File: config.mk
export PLATFORM = sky130hd
export DESIGN_NAME = line_assembler_with_idle_timeout_flat
export DESIGN_NICKNAME = d
export VERILOG_FILES = /design/src/rtl/lat_pkg.sv /design/src/rtl/lat_in_if.sv /design/src/rtl/lat_out_if.sv /design/src/rtl/line_assembler_with_idle_timeout.sv /design/src/rtl/lat_cfg_regs.sv /design/src/flat_wrapper.sv
export VERILOG_INCLUDE_DIRS = /design/src /design/src/rtl
export SDC_FILE = /design/constraint.sdc
export NUM_CORES = 1
export LEC_CHECK = 0
export BUFFER_PORTS_ARGS = -buffer_cell sky130_fd_sc_hd__buf_2
export CAP_MARGIN = 5
export CORE_MARGIN = 2
export CORE_UTILIZATION = 35
export CTS_CLUSTER_DIAMETER = 200
export DETAILED_ROUTE_END_ITERATION = 10
export HOLD_SLACK_MARGIN = 0.05
export PLACE_DENSITY = 0.66
export SYNTH_ARGS = -nofsm -noshare
export SYNTH_HDL_FRONTEND = slang
export SYNTH_SLANG_ARGS = --single-unit
File: constraint.sdc
create_clock -name clk -period 8.68 [get_ports clk]
set_input_delay 2.604 -clock clk [delete_from_list [all_inputs] [get_ports clk]]
set_output_delay 2.604 -clock clk [all_outputs]
set_load 0.02 [all_outputs]
File: src/rtl/line_assembler_with_idle_timeout_defines.svh
// ----------------------------------------------------------------------------
// line_assembler_with_idle_timeout_defines.svh
// Assertion macros used by the line assembler RTL.
// ----------------------------------------------------------------------------
`ifndef LINE_ASSEMBLER_WITH_IDLE_TIMEOUT_DEFINES_SVH
`define LINE_ASSEMBLER_WITH_IDLE_TIMEOUT_DEFINES_SVH

// check a same-cycle implication
`define LAT_ASSERT_IMPL(label, ante, cons, msg) \
    label: assert property (@(posedge clk) disable iff (!rst_n) (ante) |-> (cons)) \
        else $error(msg);

// check a next-cycle implication
`define LAT_ASSERT_NEXT(label, ante, cons, msg) \
    label: assert property (@(posedge clk) disable iff (!rst_n) (ante) |=> (cons)) \
        else $error(msg);

`endif

File: src/rtl/lat_pkg.sv
// ----------------------------------------------------------------------------
// lat_pkg
// Types and constants of the line assembler.
// ----------------------------------------------------------------------------
`default_nettype none

package lat_pkg;

    localparam int unsigned CHAR_W    = 8;
    localparam int unsigned IDLE_W    = 10;
    localparam int unsigned PADDR_W   = 3;
    localparam int unsigned PDATA_W   = 32;

    localparam logic [CHAR_W-1:0] CHR_CR   = 8'h0D;
    localparam logic [CHAR_W-1:0] CHR_LF   = 8'h0A;
    localparam logic [IDLE_W-1:0] IDLE_MAX = 10'd1023;

    localparam logic [CHAR_W-1:0] LINE_CAPACITY_RST = 8'd64;
    localparam logic [IDLE_W-1:0] IDLE_LIMIT_RST    = 10'd200;

    localparam logic REG_LINE_CAPACITY = 1'b0;
    localparam logic REG_IDLE_LIMIT    = 1'b1;

    localparam logic MODE_BYTE = 1'b0;
    localparam logic MODE_TICK = 1'b1;

    typedef struct packed {
        logic [CHAR_W-1:0] line_capacity;
        logic [IDLE_W-1:0] idle_limit;
    } lat_cfg_t;

    typedef struct packed {
        logic              char_valid;
        logic [CHAR_W-1:0] char_index;
        logic [CHAR_W-1:0] char_value;
        logic              line_done;
        logic              line_ok;
        logic [CHAR_W-1:0] line_length;
    } lat_result_t;

endpackage

`default_nettype wire

File: src/rtl/lat_in_if.sv
// ----------------------------------------------------------------------------
// lat_in_if
// Input word channel: received byte or time tick.
// ----------------------------------------------------------------------------
`default_nettype none

interface lat_in_if;
    logic       valid;
    logic       ready;
    logic       mode;
    logic [7:0] byte_value;

    modport source (output valid, output mode, output byte_value, input ready);
    modport sink   (input valid, input mode, input byte_value, output ready);
endinterface

`default_nettype wire

File: src/rtl/lat_out_if.sv
// ----------------------------------------------------------------------------
// lat_out_if
// Result word channel: accepted character and line end report.
// ----------------------------------------------------------------------------
`default_nettype none

interface lat_out_if;
    logic       valid;
    logic       ready;
    logic       char_valid;
    logic [7:0] char_index;
    logic [7:0] char_value;
    logic       line_done;
    logic       line_ok;
    logic [7:0] line_length;

    modport source (output valid, output char_valid, output char_index, output char_value,
                    output line_done, output line_ok, output line_length, input ready);
    modport sink   (input valid, input char_valid, input char_index, input char_value,
                    input line_done, input line_ok, input line_length, output ready);
endinterface

`default_nettype wire

File: src/rtl/line_assembler_with_idle_timeout.sv
// The result word of an accepted input word is registered and shows in the cycle after.
// Throughput: one word per cycle; the result register frees as it is taken.
// A stalled result holds the input off only until the sink takes it.
// Reset: asynchronous, active low; clears line state, result valid and
// restores line capacity 64 and idle limit 200.
// ----------------------------------------------------------------------------
// line_assembler_with_idle_timeout
// Assembles received bytes into lines with an idle tick timeout.
// ----------------------------------------------------------------------------
`default_nettype none

`include "line_assembler_with_idle_timeout_defines.svh"

module line_assembler_with_idle_timeout
    import lat_pkg::*;
(
    input  wire logic               clk,
    input  wire logic               rst_n,
    lat_in_if.sink                  in_ch,
    lat_out_if.source               out_ch,
    input  wire logic               psel,
    input  wire logic               penable,
    input  wire logic               pwrite,
    input  wire logic [PADDR_W-1:0] paddr,
    input  wire logic [PDATA_W-1:0] pwdata,
    output      logic [PDATA_W-1:0] prdata,
    output      logic               pready
);

    lat_cfg_t          cfg;

    logic              discarding_reg, discarding_next;
    logic [CHAR_W-1:0] char_count_reg, char_count_next;
    logic [IDLE_W-1:0] idle_ticks_reg, idle_ticks_next;
    logic              res_valid_reg;
    lat_result_t       res_reg, res_next;

    logic              in_fire;
    logic              term;
    logic [IDLE_W-1:0] idle_inc;

    lat_cfg_regs u_cfg_regs (
        .clk     (clk),
        .rst_n   (rst_n),
        .psel    (psel),
        .penable (penable),
        .pwrite  (pwrite),
        .paddr   (paddr),
        .pwdata  (pwdata),
        .prdata  (prdata),
        .pready  (pready),
        .cfg     (cfg)
    );

    assign in_ch.ready = !res_valid_reg || out_ch.ready;
    assign in_fire     = in_ch.valid && in_ch.ready;
    assign term        = (in_ch.byte_value == CHR_CR) || (in_ch.byte_value == CHR_LF);
    assign idle_inc    = (idle_ticks_reg == IDLE_MAX) ? idle_ticks_reg
                                                      : idle_ticks_reg + 1'b1;

    always_comb
    begin
        discarding_next = discarding_reg;
        char_count_next = char_count_reg;
        idle_ticks_next = idle_ticks_reg;
        res_next        = '0;
        if (in_ch.mode == MODE_TICK)
        begin
            if (discarding_reg || (char_count_reg != '0))
            begin
                idle_ticks_next = idle_inc;
                if (idle_inc >= cfg.idle_limit)
                begin
                    res_next.line_done  = 1'b1;
                    res_next.line_ok    = !discarding_reg;
                    res_next.line_length = discarding_reg ? '0 : char_count_reg;
                    discarding_next = 1'b0;
                    char_count_next = '0;
                    idle_ticks_next = '0;
                end
            end
        end
        else
        begin
            idle_ticks_next = '0;
            priority if (discarding_reg)
            begin
                if (term)
                begin
                    res_next.line_done = 1'b1;
                    discarding_next    = 1'b0;
                    char_count_next    = '0;
                end
            end
            else if ((in_ch.byte_value == CHR_LF) && (char_count_reg == '0))
            begin
                // skip a line feed with no line under way
            end
            else if (term)
            begin
                res_next.line_done   = 1'b1;
                res_next.line_ok     = 1'b1;
                res_next.line_length = char_count_reg;
                char_count_next      = '0;
            end
            else if (({1'b0, char_count_reg} + 9'd1) < {1'b0, cfg.line_capacity})
            begin
                res_next.char_valid = 1'b1;
                res_next.char_index = char_count_reg;
                res_next.char_value = in_ch.byte_value;
                char_count_next     = char_count_reg + 1'b1;
            end
            else
            begin
                discarding_next = 1'b1;
            end
        end
    end

    always_ff @(posedge clk or negedge rst_n)
    begin
        if (!rst_n)
        begin
            discarding_reg <= 1'b0;
            char_count_reg <= '0;
            idle_ticks_reg <= '0;
            res_valid_reg  <= 1'b0;
        end
        else
        begin
            if (in_fire)
            begin
                discarding_reg <= discarding_next;
                char_count_reg <= char_count_next;
                idle_ticks_reg <= idle_ticks_next;
            end
            if (in_ch.ready)
            begin
                res_valid_reg <= in_ch.valid;
            end
        end
    end

    always_ff @(posedge clk)
    begin
        if (in_fire)
        begin
            res_reg <= res_next;
        end
    end

    assign out_ch.valid       = res_valid_reg;
    assign out_ch.char_valid  = res_reg.char_valid;
    assign out_ch.char_index  = res_reg.char_index;
    assign out_ch.char_value  = res_reg.char_value;
    assign out_ch.line_done   = res_reg.line_done;
    assign out_ch.line_ok     = res_reg.line_ok;
    assign out_ch.line_length = res_reg.line_length;

    `LAT_ASSERT_NEXT(a_fire_gives_result, in_fire, res_valid_reg, "accepted word lost its result")
    `LAT_ASSERT_IMPL(a_char_xor_done, res_valid_reg && res_reg.char_valid, !res_reg.line_done, "character and line end in one word")
    `LAT_ASSERT_IMPL(a_reject_zero_len, res_valid_reg && !res_reg.line_ok, res_reg.line_length == '0, "rejected line with nonzero length")
    `LAT_ASSERT_NEXT(a_byte_clears_idle, in_fire && (in_ch.mode == MODE_BYTE), idle_ticks_reg == '0, "received byte left idle count")

endmodule

`default_nettype wire

File: src/rtl/lat_cfg_regs.sv
// ----------------------------------------------------------------------------
// lat_cfg_regs
// APB register file for line capacity and idle limit.
// ----------------------------------------------------------------------------
`default_nettype none

module lat_cfg_regs
    import lat_pkg::*;
(
    input  wire logic               clk,
    input  wire logic               rst_n,
    input  wire logic               psel,
    input  wire logic               penable,
    input  wire logic               pwrite,
    input  wire logic [PADDR_W-1:0] paddr,
    input  wire logic [PDATA_W-1:0] pwdata,
    output      logic [PDATA_W-1:0] prdata,
    output      logic               pready,
    output      lat_cfg_t           cfg
);

    lat_cfg_t cfg_reg;
    logic     wr_en;
    logic     reg_sel;

    assign pready  = 1'b1;
    assign wr_en   = psel & penable & pwrite;
    assign reg_sel = paddr[2];

    always_ff @(posedge clk or negedge rst_n)
    begin
        if (!rst_n)
        begin
            cfg_reg.line_capacity <= LINE_CAPACITY_RST;
            cfg_reg.idle_limit    <= IDLE_LIMIT_RST;
        end
        else if (wr_en)
        begin
            unique case (reg_sel)
                REG_LINE_CAPACITY: cfg_reg.line_capacity <= pwdata[CHAR_W-1:0];
                REG_IDLE_LIMIT:    cfg_reg.idle_limit    <= pwdata[IDLE_W-1:0];
                default:           ;
            endcase
        end
    end

    always_comb
    begin
        unique case (reg_sel)
            REG_LINE_CAPACITY: prdata = {{(PDATA_W-CHAR_W){1'b0}}, cfg_reg.line_capacity};
            REG_IDLE_LIMIT:    prdata = {{(PDATA_W-IDLE_W){1'b0}}, cfg_reg.idle_limit};
            default:           prdata = '0;
        endcase
    end

    assign cfg = cfg_reg;

endmodule

`default_nettype wire

File: src/flat_wrapper.sv
// flat-port wrapper written by rule: the top's interface ports become plain ports
module line_assembler_with_idle_timeout_flat import lat_pkg::*;
  (clk, rst_n, psel, penable, pwrite, paddr, pwdata, prdata, pready, in_ch_valid, in_ch_mode, in_ch_byte_value, in_ch_ready, out_ch_valid, out_ch_char_valid, out_ch_char_index, out_ch_char_value, out_ch_line_done, out_ch_line_ok, out_ch_line_length, out_ch_ready);
  lat_in_if in_ch_i ();
  lat_out_if out_ch_i ();
  input  wire logic clk;
  input  wire logic rst_n;
  input  wire logic psel;
  input  wire logic penable;
  input  wire logic pwrite;
  input  wire logic [PADDR_W-1:0] paddr;
  input  wire logic [PDATA_W-1:0] pwdata;
  output      logic [PDATA_W-1:0] prdata;
  output      logic pready;
  input wire logic [$bits(in_ch_i.valid)-1:0] in_ch_valid;
  input wire logic [$bits(in_ch_i.mode)-1:0] in_ch_mode;
  input wire logic [$bits(in_ch_i.byte_value)-1:0] in_ch_byte_value;
  output wire logic [$bits(in_ch_i.ready)-1:0] in_ch_ready;
  output wire logic [$bits(out_ch_i.valid)-1:0] out_ch_valid;
  output wire logic [$bits(out_ch_i.char_valid)-1:0] out_ch_char_valid;
  output wire logic [$bits(out_ch_i.char_index)-1:0] out_ch_char_index;
  output wire logic [$bits(out_ch_i.char_value)-1:0] out_ch_char_value;
  output wire logic [$bits(out_ch_i.line_done)-1:0] out_ch_line_done;
  output wire logic [$bits(out_ch_i.line_ok)-1:0] out_ch_line_ok;
  output wire logic [$bits(out_ch_i.line_length)-1:0] out_ch_line_length;
  input wire logic [$bits(out_ch_i.ready)-1:0] out_ch_ready;
  assign in_ch_i.valid = in_ch_valid;
  assign in_ch_i.mode = in_ch_mode;
  assign in_ch_i.byte_value = in_ch_byte_value;
  assign in_ch_ready = in_ch_i.ready;
  assign out_ch_valid = out_ch_i.valid;
  assign out_ch_char_valid = out_ch_i.char_valid;
  assign out_ch_char_index = out_ch_i.char_index;
  assign out_ch_char_value = out_ch_i.char_value;
  assign out_ch_line_done = out_ch_i.line_done;
  assign out_ch_line_ok = out_ch_i.line_ok;
  assign out_ch_line_length = out_ch_i.line_length;
  assign out_ch_i.ready = out_ch_ready;
  line_assembler_with_idle_timeout u_core (.clk(clk), .rst_n(rst_n), .in_ch(in_ch_i), .out_ch(out_ch_i), .psel(psel), .penable(penable), .pwrite(pwrite), .paddr(paddr), .pwdata(pwdata), .prdata(prdata), .pready(pready));
endmodule
==> Word level (Yosys, flattened, before mapping) <==
Index checks and enable logic that the tools add are counted.
{ "totals": {"register_bits": 65, "out_inout_bits": 62} }
{ "op_classes": {"add_sub_neg": 3, "magnitude_cmp": 2, "eq_ne": 7, "muxes": 31, "n_bitwise": 4, "n_reduce_logical": 17} }
{ "op_table": {"columns": ["operator", "count"], "rows": [
  ["$mux W10", 9],
  ["$mux W8", 9],
  ["$pmux W32 S2", 1],
  ["$mux W17", 1],
  ["$eq A8 B4 Y1 const B", 2],
  ["$add A10 B1 Y10 const B", 1],
  ["$eq A10 B10 Y1 const B", 1],
  ["$ge A10 B10 Y1", 1],
  ["$mux W1", 10],
  ["$add A8 B1 Y9 const B", 1],
  ["$lt A9 B8 Y1", 1],
  ["$mux W9", 1],
  ["$add A8 B1 Y8 const B", 1],
  ["$logic_not A8 Y1", 1],
  ["$reduce_bool A8 Y1", 1],
  ["$reduce_and A2 Y1", 3],
  ["$reduce_and A6 Y1", 1],
  ["$reduce_or A5 Y1", 1],
  ["$ne A2 B1 Y1 const B", 2],
  ["$reduce_or A4 Y1", 1],
  ["$logic_or A1 B1 Y1", 3],
  ["$ne A3 B2 Y1 const B", 1],
  ["$ne A3 B3 Y1 const B", 1],
  ["$reduce_and A3 Y1", 1],
  ["5 further kinds", 9]
]} }

==> Longest topological paths before layout <==
Gate-level depths: netlist (run 1).
{ "depth": {"word_depth": 7, "ltp_mapped": 13, "depth_no_buf": 12} }

==> By module <==
From an unflattened synthesis (run 1), not the netlist that was laid out.
{ "hier_totals": {"cells_unflattened": 353, "hier_area_um2": 3921.3} }
{ "by_module_without_submodules": {"columns": ["module", "n_inst", "cells_per_inst", "area_each_um2", "seq_area_each_um2"], "rows": [
  ["line_assembler_with_idle_timeout", 1, 279, 2930.3, 1311.3],
  ["lat_cfg_regs", 1, 74, 991.0, 455.4]
]} }

==> Worst setup path after synthesis (run 1) <==
No wires, ideal clock.
{ "synth_timing": {"path_kind": "input to output", "startpoint": "input port paddr[2]", "endpoint": "output port prdata[1]", "arrival_ns": 3.455, "required_time_ns": 6.076, "path_slack_ns": 2.621, "cell_stages": 3, "cell_sequence": "clkbuf_1 clkbuf_1 o21ai_0"} }
{ "synth_via": {"elab_chain_cells": 2} }
{ "synth_lines": {"columns": ["element", "line", "source"], "rows": [
  ["start, declared", "flat_wrapper.sv:11", "input wire logic [PADDR_W-1:0] paddr;"],
  ["$not A1 Y1 (no line)", null, null],
  ["$pmux W32 S2 (*)", "lat_cfg_regs.sv:49", "unique case (reg_sel)"],
  ["end, declared", "flat_wrapper.sv:13", "output logic [PDATA_W-1:0] prdata;"]
]} }
Every way passes the cells marked *; elsewhere a longest branch is shown, timed or not. The select of a mux whose other input is x is not followed.

==> Worst setup path after layout (run 1) <==
{ "layout_timing": {"startpoint": "input port paddr[2]", "endpoint": "output port prdata[0]"} }
The elaborated chain is that of the path after synthesis.

==> results of run 1 <==
==> per-stage QoR <==
stage	instance area, um^2	util, %	total power [W]	hold WS (ns)
after detailed placement	4080	39.5	0.000719	0.495
after global placement	4080	39.5	0.000707	0.488
after CTS	4310	41.7	0.00101	0.511
after global routing	4310	41.7	0.00107	0.520
after floorplan	3780	-	0.000640	0.479
final	4310	41.7	0.00100	0.505
==> metal layers <==
layer	share of wire (%)	GRT usage [%]
met2	47	22.6
met5	0	0
met3	6.8	3.83
met4	1.4	4.73
met1	45	18.1
==> cell usage after synthesis, types with 2 or more instances <==
master,instances
mux2i_1,5
a31o_1,2
conb_1,2
nand4_1,5
mux2_2,22
nand2b_1,5
dfrtp_1,34
nand3_1,10
dfstp_2,4
o41a_1,2
a211oi_1,3
nor3_1,8
nor2b_1,2
nor2_1,11
buf_4,23
and2_1,23
edfxtp_1,27
xnor2_1,11
a32o_1,9
o21ai_0,10
and3_4,2
nand2_1,22
a21oi_1,6
inv_1,22
buf_2,2
ha_1,20
and4_1,2
clkbuf_1,4
==> power by group through the flow <==
| stage | registers (W) | logic [W] | clock network, W |
|---|---|---|---|
| 6_report | 0.000418 | 0.000294 | 0.000294 |
| 5_1_grt | 0.000425 | 0.000330 | 0.000314 |
| 4_1_cts | 0.000417 | 0.000297 | 0.000300 |
| 3_5_place_dp | 0.000423 | 0.000295 | 0 |
| 3_3_place_gp | 0.000421 | 0.000286 | 0 |
| 2_1_floorplan | 0.000424 | 0.000216 | 0 |
==> cell type report <==
class | instances | area share [%]
multi-input cells | 233 | 40.1
clock buffers | 10 | 3.20
well taps | 136 | 3.95
flip-flops and latches | 65 | 41.0
repair buffers | 66 | 7.73
inverters | 22 | 1.92
clock inverters | 6 | 2.09
==> kinds of logic (layout without fill, tap and decap cells) <==
kind of cell	after synthesis	count (layout)	share of synthesized area (%)
AO/OA/AOI/OAI	45	45	9.35
AND/OR/NAND/NOR	105	105	16.9
multiplexers	28	28	8.44
other	2	23	0.203
XOR/XNOR	12	12	2.84
adder cells (fa/ha/maj)	20	20	6.75
buffers and inverters	52	104	7.87
flip-flops	65	65	47.7
==> final timing paths <==
path / to / slack [ns] / depth (start not counted)
max: prdata[0] / 2.66 / 3
min reg2reg: u_core.u_cfg_regs.cfg[15] / 0.50 / 1
max in group asynchronous: u_core.idle_ticks_reg[9] / 5.74 / 1
min in group asynchronous: u_core.char_count_reg[3] / 2.37 / 1
min: u_core.u_cfg_regs.cfg[15] / 0.50 / 1
max reg2reg: u_core.idle_ticks_reg[3] / 5.00 / 11
==> results_dict.tcl, run 1 <==
set metrics [dict create \
    post_synth.cell_area_avg_um2 11.3 \
    status "finished, final reports clean" \
    worstSetupStartpoint "paddr[2]" \
    grt-ovfl-total 0 \
    critPathLaunchType "input port" \
    final_cell_mix "65 x buf_2, 34 x dfrtp_1, 27 x edfxtp_1, 23 x and2_1, 23 x conb_1" \
    rsz0062_at_grt "false" \
    ctsHtreeMaxLevel 3 \
    dp_cells 522 \
    nets 468 \
    hold_path.startpoint "u_core.u_cfg_regs.cfg[15]" \
    synthTopCellsByArea "dfrtp_1 23%, edfxtp_1 22%, ha_1 6.8%" \
    fmax_mhz 166 \
    synth.cell_area_um2 3710 \
    critPathKind "in -> out" \
    routed_via_density 4.86 \
    tritoncts "built" \
    netlist_instances 329 \
    crit_chain "buf_2 -> mux2_2 -> buf_2" \
    grt_pass1_vias 2504 \
    cpMostUsedCell "buf_2" \
    multi_input_area_um2 1730 \
    die_h_um 107 \
    synth_edf_count 27 \
    io_pins 113 \
    drive_above_1_share_pct 30.3 \
    clock_power_share_pct 29.2 \
    peakVddDrop_v 0.000135 \
    final.min_clock_period_ns 6.02 \
    place_ws_ns 2.66 \
    rr_startpoint "u_core.idle_ticks_reg[0]" \
    worstPathRequired_ns 6.08 \
    cts_root_buf "clkbuf_8" \
    drv_slew 0 \
    comb_power_share_pct 29.2 \
    filler_cell_count 988 \
    slowest_stage "mux2_2" \
    drc 0 \
    clk-insertion-delay-late_ns 0.36 \
    yosys.cell_types.count 59 \
    row_count 37 \
    cp-end-kind "output port" \
    async_reset_ff_share_pct 58.5 \
    tightestPinTransition_ns 1.16 \
    cts_buffer_depth 2 \
    netlist.area_leader.share_pct 23.0 \
    synth_top_cell_by_area "dfrtp_1" \
    finalHoldViolCount 0 \
    wl_per_cell_um 13.8 \
    synth-main-ff-cell "dfrtp_1" \
    io_buffers 65 \
    largest_reg_flops 18 \
    cp_slowest_stage_delay_ns 0.37 \
    hold_class "reg -> reg" \
    cap_violations 0 \
    critical_path_buf_inv_count 2 \
    first_pass_iters 4 \
    cts_buffers 9 \
    cts.sinks 65 \
    post-cts-setup-buffers 0 \
    drt_iter0_markers 98 \
    cp_max_fo 19 \
    hold_buffers 0 \
    skew_ns 0.0134 \
    seq_area_um2 1770 \
    p_sw_share_pct 34.1 \
    ys_seq_elements 65 \
    grt_use_total_pct 14.0 \
    p_switching_w 0.000342 \
    crit_family "buffers and inverters" \
    die_w_um 107 \
    core_um2 10300 \
    antenna_found_initial 0 \
    fin_ws_ns 2.66 \
    cp.arrival_ns 3.41 \
    setup_viol 0 \
    final_cells 538 \
    ctsResizeCount 0 \
    cts.reportedPaths.clkPinSlew_ns 0.07 \
    area_growth_pct 16.2 \
    globalplace.congestion 0.839 \
    final_common_cell "buf_2" \
    diodes 0 \
    initial_core_util_pct 35.9 \
    drtAntennaViolNets 0 \
    die_area_um2 11400 \
    slew-limit-headroom_pct 22.0 \
    internal-power_w 0.000663 \
    hpwl_um 5520 \
    leakage_nw 1.94 \
    grt_pass1_wl_um 12400 \
    wl_um 7400 \
    seqPwrFrac_pct 41.6 \
    ys_warn_count 0 \
    tns_ns 0 \
    min_period_over_period_pct 69.3 \
    synth-seq-area-share_pct 47.7 \
    pwr_density_cell_nw_per_um2 233 \
    grt_max_degree 39 \
    dr_total_vias 2615 \
]
Power figures use the tool's default switching activity.
==> run 2: changes to the inputs <==
ABC_AREA = 1   (was default)
PLACE_DENSITY = 0.68   (was 0.66)
clock period = 4.9 ns   (was 8.68 ns; I/O delays follow)
==> run 2 against run 1 <==
- die area increased by 6.7%
- sequential share of layout area down 3.1 points
- sequential power increased by 67%
- worst setup slack worse by 1.4 ns
- combinational power rose by 67%
- non-clock buffer count unchanged
- utilization grew 0.85 points
- critical path type unchanged
==> results_dict.tcl, run 2 <==
set metrics [dict create \
    antenna_found_initial 0 \
    filler_cell_count 1115 \
    row_count 38 \
    drive_above_1_share_pct 20.8 \
    p_total_w 0.00189 \
    seq_area_um2 1770 \
    fmax_mhz 276 \
    synth_edf_count 27 \
    p_sw_share_pct 32.4 \
    diodes 0 \
    cts.reportedPaths.clkPinSlew_ns 0.05 \
    final_cells 694 \
    hold_buffers 0 \
    drv_slew 0 \
    netlist_instances 482 \
    yosys.cell_types.count 38 \
    ys_seq_elements 65 \
    ys_warn_count 0 \
    core_um2 10900 \
    min_period_over_period_pct 74.1 \
    setup_viol 0 \
    grt_pass1_wl_um 13900 \
    clk-insertion-delay-late_ns 0.33 \
    cp.arrival_ns 2.16 \
    pwr_density_cell_nw_per_um2 406 \
    cp_max_fo 19 \
    internal-power_w 0.00128 \
    rsz0062_at_grt "false" \
    slew-limit-headroom_pct 40.8 \
    peakVddDrop_v 0.000182 \
    comb_power_share_pct 26.0 \
    cts_root_buf "clkbuf_16" \
    ctsHtreeMaxLevel 3 \
    grt_max_degree 39 \
    synth_most_common_cell "nand2_1" \
    nets 620 \
    synthMuxAreaShare_pct 0 \
    multi_input_area_um2 1730 \
    status "finished, final reports clean" \
    synth-main-ff-cell "dfrtp_1" \
    drc 0 \
    worstPathRequired_ns 3.43 \
    rrSetupSlack_ns 1.98 \
    wl_um 8180 \
    leakage_nw 2.50 \
    synth_top_cell_by_area "dfrtp_1" \
    largest_reg_flops 18 \
    die_area_um2 12200 \
    area_growth_pct 17.5 \
    finalHoldViolCount 0 \
    first_pass_iters 4 \
    final.min_clock_period_ns 3.63 \
    synth.cell_area_um2 3960 \
    cap_violations 0 \
    cp-end-kind "output port" \
    grt_use_total_pct 13.6 \
    clock_power_share_pct 37.2 \
    initial_core_util_pct 36.2 \
    synth_top_family_by_area "simple AND/OR/NAND/NOR gates" \
    ctsResizeCount 0 \
    yosys-top-cells-count "119 x nand2_1, 80 x inv_1, 46 x nor2_1" \
    hpwl_um 6160 \
    die_h_um 110 \
    grt-ovfl-total 0 \
    cts_buffers 9 \
    fin_util_pct 42.6 \
    dp_cells 678 \
    synth_xor_area_share_pct 1.55 \
    critPathKind "in -> out" \
    hold_class "reg -> reg" \
    yosys.area_share.adder_pct 6.32 \
    tightestPinTransition_ns 0.888 \
    io_buffers 65 \
    synthTopCellsByArea "dfrtp_1 21%, edfxtp_1 20%, nand2_1 11%" \
    skew_ns 0.00622 \
    io_pins 113 \
    die_w_um 110 \
    synth-seq-area-share_pct 44.6 \
    cts.sinks 65 \
    async_reset_ff_share_pct 58.5 \
    dr_total_vias 3180 \
    netlist.area_leader.share_pct 21.5 \
    globalplace.congestion 0.780 \
    routed_via_density 4.58 \
    tns_ns 0 \
    critPathLaunchType "input port" \
    cts_buffer_depth 2 \
    post-cts-setup-buffers 0 \
    post_synth.cell_area_avg_um2 8.22 \
    grt_pass1_vias 3044 \
    synth-compound-area-share_pct 7.58 \
    drt_iter0_markers 139 \
    seqPwrFrac_pct 36.9 \
    final_cell_mix "119 x nand2_1, 80 x inv_1, 65 x buf_2, 46 x nor2_1, 34 x dfrtp_1" \
    tritoncts "built" \
    p_switching_w 0.000612 \
    drtAntennaViolNets 0 \
    final_common_cell "nand2_1" \
    wl_per_cell_um 11.8 \
    synth-simple-area-share_pct 26.1 \
]
==> run 2: layer usage <==
layer | GRT usage [%] | routed length [um]
met5 | 0 | 0
met4 | 4.92 | 110
met1 | 17.7 | 3840
met2 | 22.4 | 3750
met3 | 2.91 | 486
==> run 2: power by group through the flow <==
stage                     clock network, W  registers, W  logic [W]
after floorplan                          0      0.000718   0.000363
after global placement                   0      0.000702   0.000473
after detailed placement                 0      0.000705   0.000489
after CTS                         0.000714      0.000696   0.000492
after global routing              0.000738      0.000704   0.000552
final                             0.000702      0.000696   0.000490
==> run 2: layout make-up <==
| type | instances | area share, % |
|---|---|---|
| flip-flops and latches | 65 | 38.0 |
| multi-input cells | 322 | 37.2 |
| repair buffers | 66 | 7.15 |
| inverters | 85 | 6.91 |
| clock buffers | 13 | 5.59 |
| well taps | 140 | 3.76 |
| clock inverters | 3 | 1.40 |
==> run 2: metrics by stage <==
stage	instance area, um^2	worst slack, ns	hold slack, ns
after floorplan	4040	1.24	0.453
after global placement	4330	1.28	0.465
after detailed placement	4330	1.28	0.474
after CTS	4650	1.28	0.490
after global routing	4650	1.22	0.511
final	4650	1.27	0.487
==> run 2: final timing paths <==
path                                                start                         to  depth (start not counted)
max in group asynchronous                           rst_n   u_core.idle_ticks_reg[6]                          1
worst max-delay path                             paddr[2]                  prdata[5]                          3
worst max register to register   u_core.idle_ticks_reg[1]   u_core.char_count_reg[4]                         14
worst min register to register  u_core.u_cfg_regs.cfg[12]  u_core.u_cfg_regs.cfg[12]                          2
min in group asynchronous                           rst_n  u_core.u_cfg_regs.cfg[14]                          1
worst min-delay path            u_core.u_cfg_regs.cfg[12]  u_core.u_cfg_regs.cfg[12]                          2
==> run 2: kinds of logic (layout without fill, tap and decap cells) <==
group	Yosys count	after routing
compound gates	53	53
xor+xnor	7	7
fa+ha+maj	20	20
buf+inv	116	167
flops	65	65
other cells	2	23
simple gates	219	219
==> run 2: critical path, stage by stage <==
cell and delay (ns):
buf_2 0.20, o21ai_0 0.27, buf_2 0.22
==> run 3: changes to the inputs <==
PLACE_DENSITY = 0.65   (was 0.68)
clock period = 3.8 ns   (was 4.9 ns; I/O delays follow)
==> run 3 against run 2 <==
- final cell count did not move
- clock-buffer cell count rose by 1
- power rose by 21%
- sequential share of layout area rose by 0.40 points
- largest cell class unchanged
==> results_dict.tcl, run 3 (synthesis gave the netlist of run 2 again) <==
set metrics [dict create \
    dp_cells 678 \
    final_cell_mix "119 x nand2_1, 80 x inv_1, 65 x buf_2, 46 x nor2_1, 34 x dfrtp_1" \
    antenna_found_initial 0 \
    dr_total_vias 3168 \
    drive_above_1_share_pct 20.6 \
    grt_pass1_vias 3053 \
    filler_cell_count 1122 \
    cts_buffers 9 \
    final_common_cell "nand2_1" \
    die_area_um2 12200 \
    finalHoldViolCount 0 \
    cts.reportedPaths.clkPinSlew_ns 0.05 \
    min_period_over_period_pct 78.6 \
    drtAntennaViolNets 0 \
    worstSetupStartpoint "paddr[2]" \
    post-cts-setup-buffers 0 \
    pwr_density_cell_nw_per_um2 497 \
    rr_startpoint "u_core.idle_ticks_reg[0]" \
    tns_ns 0 \
    diodes 0 \
    slew-limit-headroom_pct 41.6 \
    area_growth_pct 16.2 \
    cap_violations 0 \
    place_ws_ns 0.826 \
    hold_buffers 0 \
    hpwl_um 6100 \
    setup_viol 0 \
    leakage_nw 2.47 \
    tritoncts "built" \
    row_count 38 \
    die_w_um 110 \
    first_pass_iters 4 \
    tightestPinTransition_ns 0.876 \
    wl_um 8030 \
    cts_buffer_depth 2 \
    core_um2 10900 \
    io_buffers 65 \
    critPathLaunchType "input port" \
    cp.arrival_ns 1.85 \
    fin_util_pct 42.1 \
    final_cells 694 \
    largest_reg_flops 18 \
    grt-ovfl-total 0 \
    grt_use_total_pct 13.7 \
    rsz0062_at_grt "false" \
    drv_slew 0 \
    hold_class "reg -> reg" \
    clk-insertion-delay-late_ns 0.32 \
    drt_iter0_markers 162 \
    critPathKind "in -> out" \
    globalplace.congestion 0.812 \
    nets 620 \
    wl_per_cell_um 11.6 \
    die_h_um 110 \
    worstPathRequired_ns 2.66 \
    initial_core_util_pct 36.2 \
    cts_root_buf "clkbuf_16" \
    cp_max_fo 19 \
    cts.sinks 65 \
    skew_ns 0.00337 \
    cp-end-kind "output port" \
    io_pins 113 \
    status "finished, final reports clean" \
    grt_pass1_wl_um 13800 \
    final.min_clock_period_ns 2.99 \
    peakVddDrop_v 0.000192 \
    fmax_mhz 335 \
    drc 0 \
    ctsResizeCount 0 \
    grt_max_degree 39 \
    hold_path.startpoint "u_core.u_cfg_regs.cfg[14]" \
    routed_via_density 4.56 \
    fin_ws_ns 0.814 \
    ctsHtreeMaxLevel 3 \
]
[run 3: changes by cell type in the layout (fill, tap and decap cells not counted)]
cell	delta
clkinvlp_4	+1
clkbuf_1	+1
bufinv_16	-2
[run 3: cell type report]
cell class	instances	area (um^2)	share of cell area, %
flip-flops and latches	65	1770	38.4
multi-input cells	322	1730	37.6
repair buffers	66	333	7.23
inverters	85	322	6.98
clock buffers	14	264	5.73
well taps	140	175	3.80
clock inverters	2	12.5	0.272
[run 3: worst max-delay path, cell delays in order]
cell     delay (ns)
buf_2          0.20
o21ai_0        0.28
buf_2          0.22
[run 3: per-stage QoR]
step	cell area, um^2	hold WS, ns	total power [W]
after floorplan	4040	0.453	0.00139
after global placement	4330	0.467	0.00151
after detailed placement	4330	0.479	0.00154
after CTS	4610	0.493	0.00232
after global routing	4610	0.510	0.00244
final	4610	0.488	0.00229
[run 3: worst paths after layout]
check                           depth (start not counted)  slack, ns                         to
worst min register to register                          2       0.49  u_core.u_cfg_regs.cfg[14]
min in group asynchronous                               1       0.94  u_core.u_cfg_regs.cfg[13]
worst max-delay path                                    3       0.81                  prdata[5]
worst max register to register                         14       0.93   u_core.char_count_reg[4]
worst min-delay path                                    2       0.49  u_core.u_cfg_regs.cfg[14]
max in group asynchronous                               1       2.32        u_core.out_ch.valid
[run 3: routing by layer]
layer  vias to the layer above  track usage, %  share of wire, %
met4                         0            5.25               1.5
li1                       1623               -                 -
met5                         -               0                 0
met2                       105            22.5                46
met3                        10            3.35               6.3
met1                      1430            17.5                47
[run 3: where the power goes]
group          leakage [nW]  internal [W]  total (W)  switching (W)
Sequential            0.754      0.000835   0.000897      0.0000621
Combinational          1.58      0.000201   0.000630       0.000429
Clock                 0.133      0.000476   0.000761       0.000285
